===== config.mk =====
export PLATFORM = sky130hd
export DESIGN_NAME = distance_vector_route_table_core_flat
export DESIGN_NICKNAME = d
export VERILOG_FILES = /design/src/rtl/dvrt_pkg.sv /design/src/rtl/dvrt_in_if.sv /design/src/rtl/dvrt_out_if.sv /design/src/rtl/dvrt_cfg_if.sv /design/src/rtl/distance_vector_route_table_core.sv /design/src/flat_wrapper.sv
export SDC_FILE = /design/constraint.sdc
export NUM_CORES = 2
export LEC_CHECK = 0
export ABC_CLOCK_PERIOD_IN_PS = 15690
export BUFFER_PORTS_ARGS = -buffer_cell sky130_fd_sc_hd__buf_2
export CAP_MARGIN = 10
export CORE_UTILIZATION = 55
export DETAILED_ROUTE_END_ITERATION = 7
export PLACE_DENSITY_LB_ADDON = 0.08
export SLEW_MARGIN = 40
export SYNTH_ARGS = -nofsm -noshare
export SYNTH_HDL_FRONTEND = slang
export SYNTH_SLANG_ARGS = --single-unit

===== constraint.sdc =====
create_clock -name clk -period 15.69 [get_ports clk]
set_input_delay 3.138 -clock clk [delete_from_list [all_inputs] [get_ports clk]]
set_output_delay 3.138 -clock clk [all_outputs]
set_load 0.05 [all_outputs]

===== src/rtl/dvrt_pkg.sv =====
// ----------------------------------------------------------------------------
// dvrt_pkg
// Shared types and constants for the distance-vector route table core.
// ----------------------------------------------------------------------------
`default_nettype none
package dvrt_pkg;

  localparam int TABLE_DEPTH    = 32;
  localparam int PACKET_ENTRIES = 25;
  localparam int IDX_W          = $clog2(TABLE_DEPTH);
  localparam int CNT_W          = $clog2(TABLE_DEPTH + 1);
  localparam int PKT_W          = $clog2(PACKET_ENTRIES + 1);

  localparam logic [4:0] INFINITE_METRIC = 5'd16;
  localparam logic [6:0] PAD_METRIC      = 7'd100;
  localparam logic [1:0] REAL_TAG        = 2'd2;
  localparam logic [7:0] EXPIRE_RESET    = 8'd20;
  localparam logic [7:0] AGE_MAX         = 8'd255;

  localparam logic [2:0] OP_ADD  = 3'd0;
  localparam logic [2:0] OP_ADV  = 3'd1;
  localparam logic [2:0] OP_EOP  = 3'd2;
  localparam logic [2:0] OP_TICK = 3'd3;
  localparam logic [2:0] OP_DUMP = 3'd4;

  localparam logic [1:0] ST_OK      = 2'd0;
  localparam logic [1:0] ST_FULL    = 2'd1;
  localparam logic [1:0] ST_IGNORED = 2'd2;

  typedef struct packed {
    logic [31:0] dest;
    logic [31:0] mask;
    logic [31:0] gw;
    logic [4:0]  metric;
    logic [3:0]  iface;
    logic [7:0]  age;
  } route_t;

endpackage
`default_nettype wire


===== src/rtl/dvrt_in_if.sv =====
// ----------------------------------------------------------------------------
// dvrt_in_if
// Operation channel: one word per table operation.
// ----------------------------------------------------------------------------
`default_nettype none
interface dvrt_in_if;
  logic        valid;
  logic        ready;
  logic [2:0]  operation;
  logic [31:0] dst_net;
  logic [31:0] net_mask;
  logic [31:0] gateway;
  logic [31:0] route_metric;
  logic [15:0] entry_tag;
  logic [31:0] source_addr;
  logic [3:0]  iface_index;

  modport source (output valid, operation, dst_net, net_mask, gateway, route_metric,
                  entry_tag, source_addr, iface_index, input ready);
  modport sink   (input valid, operation, dst_net, net_mask, gateway, route_metric,
                  entry_tag, source_addr, iface_index, output ready);
endinterface
`default_nettype wire


===== src/rtl/dvrt_out_if.sv =====
// ----------------------------------------------------------------------------
// dvrt_out_if
// Result channel: status words and dumped route entries.
// ----------------------------------------------------------------------------
`default_nettype none
interface dvrt_out_if;
  logic        valid;
  logic        ready;
  logic [1:0]  status;
  logic        changed;
  logic [31:0] out_dest;
  logic [31:0] out_mask;
  logic [31:0] out_next_hop;
  logic [6:0]  out_metric;
  logic [1:0]  out_tag;
  logic        last;

  modport source (output valid, status, changed, out_dest, out_mask, out_next_hop,
                  out_metric, out_tag, last, input ready);
  modport sink   (input valid, status, changed, out_dest, out_mask, out_next_hop,
                  out_metric, out_tag, last, output ready);
endinterface
`default_nettype wire


===== src/rtl/dvrt_cfg_if.sv =====
// ----------------------------------------------------------------------------
// dvrt_cfg_if
// Configuration write channel for the expiry limit.
// ----------------------------------------------------------------------------
`default_nettype none
interface dvrt_cfg_if;
  logic       valid;
  logic       ready;
  logic [7:0] data;

  modport source (output valid, data, input ready);
  modport sink   (input valid, data, output ready);
endinterface
`default_nettype wire


===== src/rtl/distance_vector_route_table_core.sv =====
// ----------------------------------------------------------------------------
// distance_vector_route_table_core
// Ordered route table: add, advertise, end of packet, tick aging, dump.
// ----------------------------------------------------------------------------
// Add: append state, then response state with output hand-off. Advertise, end of
// packet and tick walk the table through one read port, a read and a process
// state per entry, then respond; an appending advertisement adds the append state.
// Dump: the same walk emits route words, then padding words; 25 words out.
// One operation at a time; in ready only between operations.
// Synchronous active-low reset empties the table and sets the expiry limit to 20.
`default_nettype none
module distance_vector_route_table_core
  import dvrt_pkg::*;
(
  input  wire         clk,
  input  wire         rst_n,
  dvrt_in_if.sink     in_ch,
  dvrt_out_if.source  out_ch,
  dvrt_cfg_if.sink    cfg_ch
);

  typedef enum logic [2:0] {S_IDLE, S_RD, S_PROC, S_APPEND, S_RESP, S_PAD} state_t;

  state_t      state_r;
  logic [2:0]  op_r;
  logic [31:0] dest_r, mask_r, gw_r, src_r;
  logic [4:0]  met_r;
  logic [3:0]  ifc_r;
  logic [CNT_W-1:0] idx_r, wr_r, cnt_r;
  logic [PKT_W-1:0] k_r;
  logic        found_r, chg_r, resp_chg_r;
  logic [1:0]  resp_st_r;
  logic [7:0]  expire_r;

  logic        out_valid_r, out_changed_r, out_last_r;
  logic [1:0]  out_status_r, out_tag_r;
  logic [31:0] out_dest_r, out_mask_r, out_gw_r;
  logic [6:0]  out_metric_r;

  route_t mem [TABLE_DEPTH];
  route_t q_r;

  logic             mem_we;
  logic [IDX_W-1:0] mem_wa;
  route_t           mem_wd;

  logic       slot_free, adv_bad, upd, keep, full;
  logic [4:0] nm, add_met;
  logic [7:0] aged;

  assign slot_free = !out_valid_r || out_ch.ready;
  assign adv_bad   = (in_ch.entry_tag == 16'd0) || (in_ch.dst_net == 32'd0) ||
                     (in_ch.net_mask == 32'd0) || (in_ch.route_metric >= 32'd16);
  assign nm        = met_r + 5'd1;
  assign upd       = (q_r.dest == dest_r) && (nm < q_r.metric) && (nm < INFINITE_METRIC);
  assign aged      = (q_r.age == AGE_MAX) ? AGE_MAX : q_r.age + 8'd1;
  assign keep      = aged <= expire_r;
  assign full      = cnt_r >= CNT_W'(TABLE_DEPTH);
  assign add_met   = (in_ch.route_metric > 32'd16) ? INFINITE_METRIC : in_ch.route_metric[4:0];

  assign in_ch.ready  = (state_r == S_IDLE);
  assign cfg_ch.ready = 1'b1;

  assign out_ch.valid        = out_valid_r;
  assign out_ch.status       = out_status_r;
  assign out_ch.changed      = out_changed_r;
  assign out_ch.out_dest     = out_dest_r;
  assign out_ch.out_mask     = out_mask_r;
  assign out_ch.out_next_hop = out_gw_r;
  assign out_ch.out_metric   = out_metric_r;
  assign out_ch.out_tag      = out_tag_r;
  assign out_ch.last         = out_last_r;

  always_comb begin
    mem_we = 1'b0;
    mem_wa = idx_r[IDX_W-1:0];
    mem_wd = q_r;
    case (state_r)
      S_PROC: begin
        case (op_r)
          OP_ADV: begin
            if (upd) begin
              mem_we        = 1'b1;
              mem_wd.gw     = src_r;
              mem_wd.metric = nm;
              mem_wd.iface  = ifc_r;
              mem_wd.age    = 8'd0;
            end
          end
          OP_EOP: begin
            mem_we     = 1'b1;
            mem_wd.age = 8'd0;
          end
          OP_TICK: begin
            mem_we     = keep;
            mem_wa     = wr_r[IDX_W-1:0];
            mem_wd.age = aged;
          end
          default: ;
        endcase
      end
      S_APPEND: begin
        mem_we        = !full;
        mem_wa        = cnt_r[IDX_W-1:0];
        mem_wd.dest   = dest_r;
        mem_wd.mask   = mask_r;
        mem_wd.gw     = (op_r == OP_ADV) ? src_r : gw_r;
        mem_wd.metric = (op_r == OP_ADV) ? nm : met_r;
        mem_wd.iface  = ifc_r;
        mem_wd.age    = 8'd0;
      end
      default: ;
    endcase
  end

  // one read port and one write port: registered read of the walk index
  always_ff @(posedge clk) begin
    if (mem_we) mem[mem_wa] <= mem_wd;
    q_r <= mem[idx_r[IDX_W-1:0]];
  end

  always_ff @(posedge clk) begin
    if (!rst_n) begin
      state_r     <= S_IDLE;
      cnt_r       <= '0;
      chg_r       <= 1'b0;
      expire_r    <= EXPIRE_RESET;
      out_valid_r <= 1'b0;
      idx_r       <= '0;
    end else begin
      if (cfg_ch.valid) expire_r <= cfg_ch.data;
      if (out_ch.ready) out_valid_r <= 1'b0;
      case (state_r)
        S_IDLE: begin
          if (in_ch.valid) begin
            op_r       <= in_ch.operation;
            dest_r     <= in_ch.dst_net;
            mask_r     <= in_ch.net_mask;
            gw_r       <= in_ch.gateway;
            src_r      <= in_ch.source_addr;
            ifc_r      <= in_ch.iface_index;
            met_r      <= (in_ch.operation == OP_ADD) ? add_met : in_ch.route_metric[4:0];
            idx_r      <= '0;
            wr_r       <= '0;
            k_r        <= '0;
            found_r    <= 1'b0;
            resp_st_r  <= ST_OK;
            resp_chg_r <= 1'b0;
            case (in_ch.operation)
              OP_ADD: state_r <= S_APPEND;
              OP_ADV: begin
                if (adv_bad) begin
                  resp_st_r <= ST_IGNORED;
                  state_r   <= S_RESP;
                end else begin
                  state_r <= S_RD;
                end
              end
              OP_EOP, OP_TICK, OP_DUMP: state_r <= S_RD;
              default: begin
                resp_st_r <= ST_IGNORED;
                state_r   <= S_RESP;
              end
            endcase
          end
        end
        S_RD: begin
          if (idx_r < cnt_r) begin
            state_r <= S_PROC;
          end else begin
            case (op_r)
              OP_ADV:  state_r <= found_r ? S_RESP : S_APPEND;
              OP_EOP: begin
                resp_chg_r <= chg_r;
                chg_r      <= 1'b0;
                state_r    <= S_RESP;
              end
              OP_TICK: begin
                cnt_r   <= wr_r;
                state_r <= S_RESP;
              end
              default: state_r <= S_PAD;
            endcase
          end
        end
        S_PROC: begin
          if (op_r == OP_DUMP && q_r.iface != ifc_r && k_r < PKT_W'(PACKET_ENTRIES)) begin
            // emit one route word; hold here while the output slot is busy
            if (slot_free) begin
              out_valid_r   <= 1'b1;
              out_status_r  <= ST_OK;
              out_changed_r <= 1'b0;
              out_dest_r    <= q_r.dest;
              out_mask_r    <= q_r.mask;
              out_gw_r      <= q_r.gw;
              out_metric_r  <= 7'(q_r.metric);
              out_tag_r     <= REAL_TAG;
              out_last_r    <= (k_r == PKT_W'(PACKET_ENTRIES - 1));
              k_r           <= k_r + 1'b1;
              idx_r         <= idx_r + 1'b1;
              state_r       <= S_RD;
            end
          end else begin
            if (op_r == OP_ADV && q_r.dest == dest_r) found_r <= 1'b1;
            if (op_r == OP_ADV && upd) chg_r <= 1'b1;
            if (op_r == OP_TICK && keep) wr_r <= wr_r + 1'b1;
            idx_r   <= idx_r + 1'b1;
            state_r <= S_RD;
          end
        end
        S_APPEND: begin
          if (full) begin
            resp_st_r <= ST_FULL;
          end else begin
            cnt_r <= cnt_r + 1'b1;
            if (op_r == OP_ADV) chg_r <= 1'b1;
          end
          state_r <= S_RESP;
        end
        S_RESP: begin
          if (slot_free) begin
            out_valid_r   <= 1'b1;
            out_status_r  <= resp_st_r;
            out_changed_r <= resp_chg_r;
            out_dest_r    <= '0;
            out_mask_r    <= '0;
            out_gw_r      <= '0;
            out_metric_r  <= '0;
            out_tag_r     <= '0;
            out_last_r    <= 1'b1;
            state_r       <= S_IDLE;
          end
        end
        S_PAD: begin
          if (k_r >= PKT_W'(PACKET_ENTRIES)) begin
            state_r <= S_IDLE;
          end else if (slot_free) begin
            out_valid_r   <= 1'b1;
            out_status_r  <= ST_OK;
            out_changed_r <= 1'b0;
            out_dest_r    <= '0;
            out_mask_r    <= '0;
            out_gw_r      <= '0;
            out_metric_r  <= PAD_METRIC;
            out_tag_r     <= '0;
            out_last_r    <= (k_r == PKT_W'(PACKET_ENTRIES - 1));
            k_r           <= k_r + 1'b1;
          end
        end
        default: state_r <= S_IDLE;
      endcase
    end
  end

endmodule
`default_nettype wire


===== src/flat_wrapper.sv =====
// flat-port wrapper written by rule: the top's interface ports become plain ports
module distance_vector_route_table_core_flat import dvrt_pkg::*;
  (clk, rst_n, in_ch_valid, in_ch_operation, in_ch_dst_net, in_ch_net_mask, in_ch_gateway, in_ch_route_metric, in_ch_entry_tag, in_ch_source_addr, in_ch_iface_index, in_ch_ready, out_ch_valid, out_ch_status, out_ch_changed, out_ch_out_dest, out_ch_out_mask, out_ch_out_next_hop, out_ch_out_metric, out_ch_out_tag, out_ch_last, out_ch_ready, cfg_ch_valid, cfg_ch_data, cfg_ch_ready);
  dvrt_in_if in_ch_i ();
  dvrt_out_if out_ch_i ();
  dvrt_cfg_if cfg_ch_i ();
  input  wire clk;
  input  wire rst_n;
  input wire logic [$bits(in_ch_i.valid)-1:0] in_ch_valid;
  input wire logic [$bits(in_ch_i.operation)-1:0] in_ch_operation;
  input wire logic [$bits(in_ch_i.dst_net)-1:0] in_ch_dst_net;
  input wire logic [$bits(in_ch_i.net_mask)-1:0] in_ch_net_mask;
  input wire logic [$bits(in_ch_i.gateway)-1:0] in_ch_gateway;
  input wire logic [$bits(in_ch_i.route_metric)-1:0] in_ch_route_metric;
  input wire logic [$bits(in_ch_i.entry_tag)-1:0] in_ch_entry_tag;
  input wire logic [$bits(in_ch_i.source_addr)-1:0] in_ch_source_addr;
  input wire logic [$bits(in_ch_i.iface_index)-1:0] in_ch_iface_index;
  output wire logic [$bits(in_ch_i.ready)-1:0] in_ch_ready;
  output wire logic [$bits(out_ch_i.valid)-1:0] out_ch_valid;
  output wire logic [$bits(out_ch_i.status)-1:0] out_ch_status;
  output wire logic [$bits(out_ch_i.changed)-1:0] out_ch_changed;
  output wire logic [$bits(out_ch_i.out_dest)-1:0] out_ch_out_dest;
  output wire logic [$bits(out_ch_i.out_mask)-1:0] out_ch_out_mask;
  output wire logic [$bits(out_ch_i.out_next_hop)-1:0] out_ch_out_next_hop;
  output wire logic [$bits(out_ch_i.out_metric)-1:0] out_ch_out_metric;
  output wire logic [$bits(out_ch_i.out_tag)-1:0] out_ch_out_tag;
  output wire logic [$bits(out_ch_i.last)-1:0] out_ch_last;
  input wire logic [$bits(out_ch_i.ready)-1:0] out_ch_ready;
  input wire logic [$bits(cfg_ch_i.valid)-1:0] cfg_ch_valid;
  input wire logic [$bits(cfg_ch_i.data)-1:0] cfg_ch_data;
  output wire logic [$bits(cfg_ch_i.ready)-1:0] cfg_ch_ready;
  assign in_ch_i.valid = in_ch_valid;
  assign in_ch_i.operation = in_ch_operation;
  assign in_ch_i.dst_net = in_ch_dst_net;
  assign in_ch_i.net_mask = in_ch_net_mask;
  assign in_ch_i.gateway = in_ch_gateway;
  assign in_ch_i.route_metric = in_ch_route_metric;
  assign in_ch_i.entry_tag = in_ch_entry_tag;
  assign in_ch_i.source_addr = in_ch_source_addr;
  assign in_ch_i.iface_index = in_ch_iface_index;
  assign in_ch_ready = in_ch_i.ready;
  assign out_ch_valid = out_ch_i.valid;
  assign out_ch_status = out_ch_i.status;
  assign out_ch_changed = out_ch_i.changed;
  assign out_ch_out_dest = out_ch_i.out_dest;
  assign out_ch_out_mask = out_ch_i.out_mask;
  assign out_ch_out_next_hop = out_ch_i.out_next_hop;
  assign out_ch_out_metric = out_ch_i.out_metric;
  assign out_ch_out_tag = out_ch_i.out_tag;
  assign out_ch_last = out_ch_i.last;
  assign out_ch_i.ready = out_ch_ready;
  assign cfg_ch_i.valid = cfg_ch_valid;
  assign cfg_ch_i.data = cfg_ch_data;
  assign cfg_ch_ready = cfg_ch_i.ready;
  distance_vector_route_table_core u_core (.clk(clk), .rst_n(rst_n), .in_ch(in_ch_i), .out_ch(out_ch_i), .cfg_ch(cfg_ch_i));
endmodule

## Yosys cells after proc, flatten, opt, wreduce, memory -nomap -nowiden

Memories as Yosys holds them, arrays and structs flattened. A register that Yosys moved wholly into a read port is not among the register bits.
Cells that the tools add are included.

| word-level totals | value |
|---|---|
| register bits | 289 |
| RAM bits | 3,616 |
| bits of input ports | 196 |
| output and inout bits | 112 |
| word-level logic and storage cells | 227 |
| memories kept | 1 |

| cells by class | value |
|---|---|
| add/subtract/negate cells | 6 |
| magnitude comparators | 9 |
| equality and inequality tests | 35 |
| multiplexer cells | 109 |
| reduce and logical (&&, ||, !) cells | 41 |

Memory list:

| memory | words | bits a word | rd ports | clocked after Yosys merged registers in | write ports | RTL line | RTL |
|---|---|---|---|---|---|---|---|
| u_core.mem | 32 | 113 | 1 | 1 | 1 | distance_vector_route_table_core.sv:40 | `route_t mem [TABLE_DEPTH];` |

Operator list:

| kind | number |
|---|---|
| two-way mux 32 bit | 13 |
| one-hot mux 32 bit (3 select lines) | 3 |
| one-hot mux 49 bit (2 select lines) | 1 |
| zero test 32 bit | 2 |
| two-way mux 64 bit | 1 |
| two-way mux 49 bit | 1 |
| two-way mux 6 bit | 8 |
| two-way mux 41 bit | 1 |
| two-way mux 5 bit | 8 |
| one-hot mux 6 bit (2 select lines) | 3 |
| two-way mux 7 bit | 5 |
| == test 32 bit | 1 |
| greater-or-equal comparator 32 x 5 -> 1 bit, second input constant | 1 |
| greater-than comparator 32 x 5 -> 1 bit, second input constant | 1 |
| AND reduction 5 bit | 6 |
| two-way mux 1 bit | 26 |
| two-way mux 3 bit | 8 |
| inequality test 2 x 1 -> 1 bit, second input constant | 12 |
| one-hot mux 8 bit (3 select lines) | 1 |
| two-way mux 2 bit | 11 |
| one-hot mux 7 bit (3 select lines) | 1 |
| adder 6 x 1 -> 6 bit, second input constant | 3 |
| == test 3 x 2 -> 1 bit, second input constant | 6 |
| one-hot mux 3 bit (6 select lines) | 1 |
| other kinds (37) | 76 |

## Depth between registers and ports, before layout

| logic depth | value |
|---|---|
| depth after elaboration | 9 |
| depth in mapped cells | 14 |
| gate-level depth less buffers | 13 |

## Worst setup path after synthesis

No wires, ideal clock.

| timing | value |
|---|---|
| kind | register to register |
| from | register u_core.q_r[0] (netlist name) |
| to | memory u_core.mem[12][0] (netlist name) (enable) |
| setup time | 0.862 ns |
| data arrival time | 13.456 ns |
| required time | 14.828 ns |
| path slack | 1.372 ns |
| cell stages (with the launch flop) | 14 |
| buffers on the path | 1 |
| cells stage by stage | dfxtp_1 ha_1 and4_1 nand4_1 nand2b_1 ha_1 nor2b_1 o211ai_1 a21oi_1 a2111oi_0 o22a_1 a31oi_1 clkbuf_1 nor4_1 |

| on the way | value |
|---|---|
| longest elaborated chain between the ends | 7 |
| elaborated cells on any way between the ends | 8 |
| those cells by class | add/sub: 1; order compare: 1; eq/ne: 1; mux: 5 |

Ends and longest elaborated chain:

| item | RTL line | RTL |
|---|---|---|
| adder 8 x 1 -> 8 bit or == test 8 bit (tied branches) | distance_vector_route_table_core.sv:56 | `assign aged = (q_r.age == AGE_MAX) ? AGE_MAX : q_r.age + 8'd1;` |
| two-way mux 8 bit (*) | distance_vector_route_table_core.sv:56 |  |
| <= comparator 8 bit (*) | distance_vector_route_table_core.sv:57 | `assign keep = aged <= expire_r;` |
| one-hot mux 1 bit (3 select lines) (*) | distance_vector_route_table_core.sv:80 | `case (op_r)` |
| one-hot mux 1 bit (2 select lines) (*) | distance_vector_route_table_core.sv:78 | `case (state_r)` |
| two-way mux 1 bit (*) | distance_vector_route_table_core.sv:118 | `if (mem_we) mem[mem_wa] <= mem_wd;` |
| two-way mux 1 bit (implied by the code) (*) | distance_vector_route_table_core.sv:118 |  |
| end, declared | distance_vector_route_table_core.sv:40 |  |

Every way passes the cells marked *; elsewhere a longest branch is shown, timed or not.

## Worst setup path in the final report

| timing | value |
|---|---|
| from | register u_core.q_r[0] (netlist name) |
| to | memory u_core.mem[4][78] (netlist name) (enable) |

| on the way | value |
|---|---|
| longest elaborated chain between the ends | 7 |
| elaborated cells on any way between the ends | 8 |
| those cells by class | add/sub: 1; order compare: 1; eq/ne: 1; mux: 5 |

Ends and longest elaborated chain:

| item | RTL line |
|---|---|
| adder 8 x 1 -> 8 bit or == test 8 bit (tied branches) | distance_vector_route_table_core.sv:56 |
| two-way mux 8 bit (*) | distance_vector_route_table_core.sv:56 |
| <= comparator 8 bit (*) | distance_vector_route_table_core.sv:57 |
| one-hot mux 1 bit (3 select lines) (*) | distance_vector_route_table_core.sv:80 |
| one-hot mux 1 bit (2 select lines) (*) | distance_vector_route_table_core.sv:78 |
| two-way mux 1 bit (*) | distance_vector_route_table_core.sv:118 |
| two-way mux 1 bit (implied by the code) (*) | distance_vector_route_table_core.sv:118 |

Marked as above.

==> qor.csv <==
stage,metric,value,unit
floorplanning,die_y,528.4,um
placement,io_buffers,306,
cts,post_cts_buffers,0,
status,status,completed,
routing,vias,72220,
grt,grt_pass1_vias,72960,
routing,drt_pass1_iterations,7,
placement,gp_congestion,0.8098,
grt,overflow,0,
floorplanning,coreArea,274600,um2
worst_setup_path,crit_slowest_cell,a2111oi_0,
cts,clk_pin_slew,0.06,ns
timing,slew_headroom,40.64,%
routing,drc,0,
synthesis,ys_seq_area_share,78.26,%
routing,drt_iter0_drc,8685,
timing,finClkSkew,0.03653,ns
placement,placed_cell_area,160300,um2
worst_setup_path,critical_path_class,flop to flop,
worst_setup_path,cp.arrival,6.41,ns
cts,clock_path_buffers,4,
worst_setup_path,critPathRequiredTime,16.23,ns
synthesis,ys_ff_latch,4017,
grt,grt_first_pass_wirelength,542000,um
routing,ant_nets,0,
routing,wirelength,380500,um
pwr,vdd_drop_max,0.09627,mV
worst_setup_path,crit_path_max_incr_delay,0.64,ns
routing,post_drt_via_cell_ratio,6.488,
grt,antenna_found_initial,19,
cts,cts_made_buffers,404,
final_layout,syn_to_final_growth,13.88,%
final_layout,final.fill_count,18250,
flow_run,drv_cap,0,
worst_setup_path,startpoint_type,flop,
synthesis,synth_warnings,0,
placement,place_hpwl,201800,um
final_layout,fin_area,173500,um2
final_layout,instances_no_fill,11130,
timing,setup_violations,0,
floorplanning,start_util,55.49,%
final_layout,multi_input_area,32060,um2
pwr,p_leak,53.20,nW
cts,postCtsHoldBufs,0,
synthesis,synthCells,6485,
cts,cts_root_buffer,clkbuf_16,
cts,clock-sinks,4017,
synthesis,postSynthAreaPerCell,23.50,um2
timing,setup_tns,0,ns
worst_setup_path,critPathBufInv,4,
floorplanning,std_cell_rows,192,
routing,routedWlPerCell,34.18,um
placement,dp.cells,10370,
floorplanning,die_w,528.4,um
timing,rsz0062_at_grt,no,
final_layout,final-seq-area,119300,um2
grt,grt_max_degree,86,
grt,grtUsageTotal,27.52,%
cts,cts_max_level,5,
timing,hold_viol,0,
cts,clkLatencyLatePin,0.93,ns
floorplanning,dieArea,279200,um2
timing,min_period,5.874,ns
pwr,pwr_density_cell,124.9,nW/um2
worst_setup_path,critPathTopFamily,buffers and inverters,
timing,max_freq,170.2,MHz
timing,finalMaxSlewViolations,0,
worst_setup_path,end_kind,flop,
synthesis,synth_fp_nets,6707,
cts,cts-resized-gates,0,
timing,timing.final.crit_share,37.44,%
floorplanning,io_pins,308,
timing,tightest_slew,0.8904,ns
synthesis,synth_edf_count,3879,
synthesis,ys.flop_type,edfxtp_1,
hold_path,hold_class,flop to flop,
final_layout,fin_util,63.19,%
final_layout,finalNetCount,7313,
synthesis,synth_cell_type_count,64,
synthesis,syn_area,152400,um2
synthesis,synthArstFlopShare,0,%
worst_setup_path,crit_fanout,41,
worst_setup_path,path_cells,ha_1 > and4_1 > nand4_1 > nand2b_1 > ha_1 > nor2b_1 > o211ai_1 > a21oi_1 > a2111oi_0 > o22a_1 > a31oi_4 > buf_4 > nor4_2 > buf_4 > buf_6 > buf_6,
cts,cts_tree,yes,
final_layout,layout-drive-gt1-share,33.44,%
## area by class of cell
class,count,area share (%)
Timing Repair Buffer,531,2.567
Tap cell,3686,2.658
Clock inverter,199,1.107
Clock buffer,551,6.366
Inverter,34,0.07499
Multi-Input combinational cell,2103,18.48
Antenna cell,11,0.01586
Sequential cell,4017,68.73
## path summary, 6_finish.rpt
kind                           start            endpoint  slack (ns)  cells after the start
setup / recovery       u_core.q_r[0]   u_core.mem[4][78]        9.82                     16
hold / removal    u_core.expire_r[7]  u_core.expire_r[7]        0.52                      2
setup reg to reg       u_core.q_r[0]   u_core.mem[4][78]        9.82                     16
hold reg to reg   u_core.expire_r[7]  u_core.expire_r[7]        0.52                      2
## flip-flops by register name (all words and copies together) (netlist names), 2 cells and up
name / cells
u_core.gw_r: 32
u_core.op_r: 3
u_core.cnt_r: 6
u_core.wr_r: 6
u_core.mask_r: 32
u_core.ifc_r: 4
u_core.out_ch.out_mask: 32
u_core.out_ch.out_dest: 32
u_core.mem: 3616
u_core.src_r: 32
u_core.out_ch.out_next_hop: 32
u_core.out_ch.out_metric: 6
u_core.state_r: 3
u_core.met_r: 5
u_core.out_ch.status: 2
u_core.q_r: 113
u_core.idx_r: 6
u_core.expire_r: 8
u_core.dest_r: 32
u_core.resp_st_r: 2
u_core.out_ch.out_tag: 2
u_core.k_r: 5
## per-layer routing
metal	track usage, %	vias to the layer above	part of all wire [%]
met5	0	-	0
met4	5.486	0	1.7
li1	-	28810	-
met1	42.46	39690	43
met2	42.46	3276	47
met3	4.203	447	8.2
## layout by cell type (no fill, tap or decap), drive strengths merged, types with 24 or more instances in the layout
master and n:
o21ai 25, edfxtp 3879, mux4 1130, a21oi 26, bufinv 29, nor2 93, nand2 238, mux2 117
nor3 68, ha 26, o22ai 35, nand4 24, inv 50, buf 530, dfxtp 138, nor4 38
clkinv 146, xnor2 45, clkbuf 552, nor2b 102
## synthesized netlist by cell type (35+ instances only)
cell | instances | share of area [%]
edfxtp_1 | 3879 | 76
mux4_2 | 1130 | 17
o22ai_1 | 35 | 0.14
clkbuf_1 | 194 | 0.48
buf_2 | 96 | 0.32
buf_1 | 35 | 0.086
mux2_2 | 117 | 0.86
nand2_1 | 238 | 0.59
nor4_1 | 36 | 0.15
xnor2_1 | 45 | 0.26
nor2_1 | 92 | 0.23
nor3_1 | 68 | 0.22
dfxtp_1 | 138 | 1.8
nor2b_1 | 102 | 0.42
## power breakdown
part	switching, W	total (W)	internal [W]	leakage, nW
combinational	0.000326	0.000455	0.000130	10.8
sequential	0.0000358	0.0118	0.0117	36.1
clock	0.00402	0.00945	0.00542	6.35
total	0.00439	0.0217	0.0173	53.2
## logic make-up after synthesis
logic type | share of synthesized area, %
flip-flops | 78.26
multiplexers | 17.62
AND/OR/NAND/NOR | 1.946
buffers and inverters | 1.003
AO/OA/AOI/OAI | 0.6421
XOR/XNOR | 0.3161
adder cells (fa/ha/maj) | 0.2135
other | 0.002461
## through the flow
stage	total power [W]	setup slack, ns	hold slack [ns]
floorplan	0.01227	1.372	0.4456
global placement	0.01244	8.447	0.4919
detailed placement	0.01245	9.316	0.4934
CTS	0.02181	9.864	0.5144
global route	0.02223	9.586	0.5326
finish	0.02167	9.816	0.5161
## tightest hold or removal path: cells and delay by family, from the launching register on
family	cells	cell delay, ns
DFF	1	0.34
muxes	1	0.07
and+or+nand+nor	1	0.07
(Power assumes the default switching activity.)
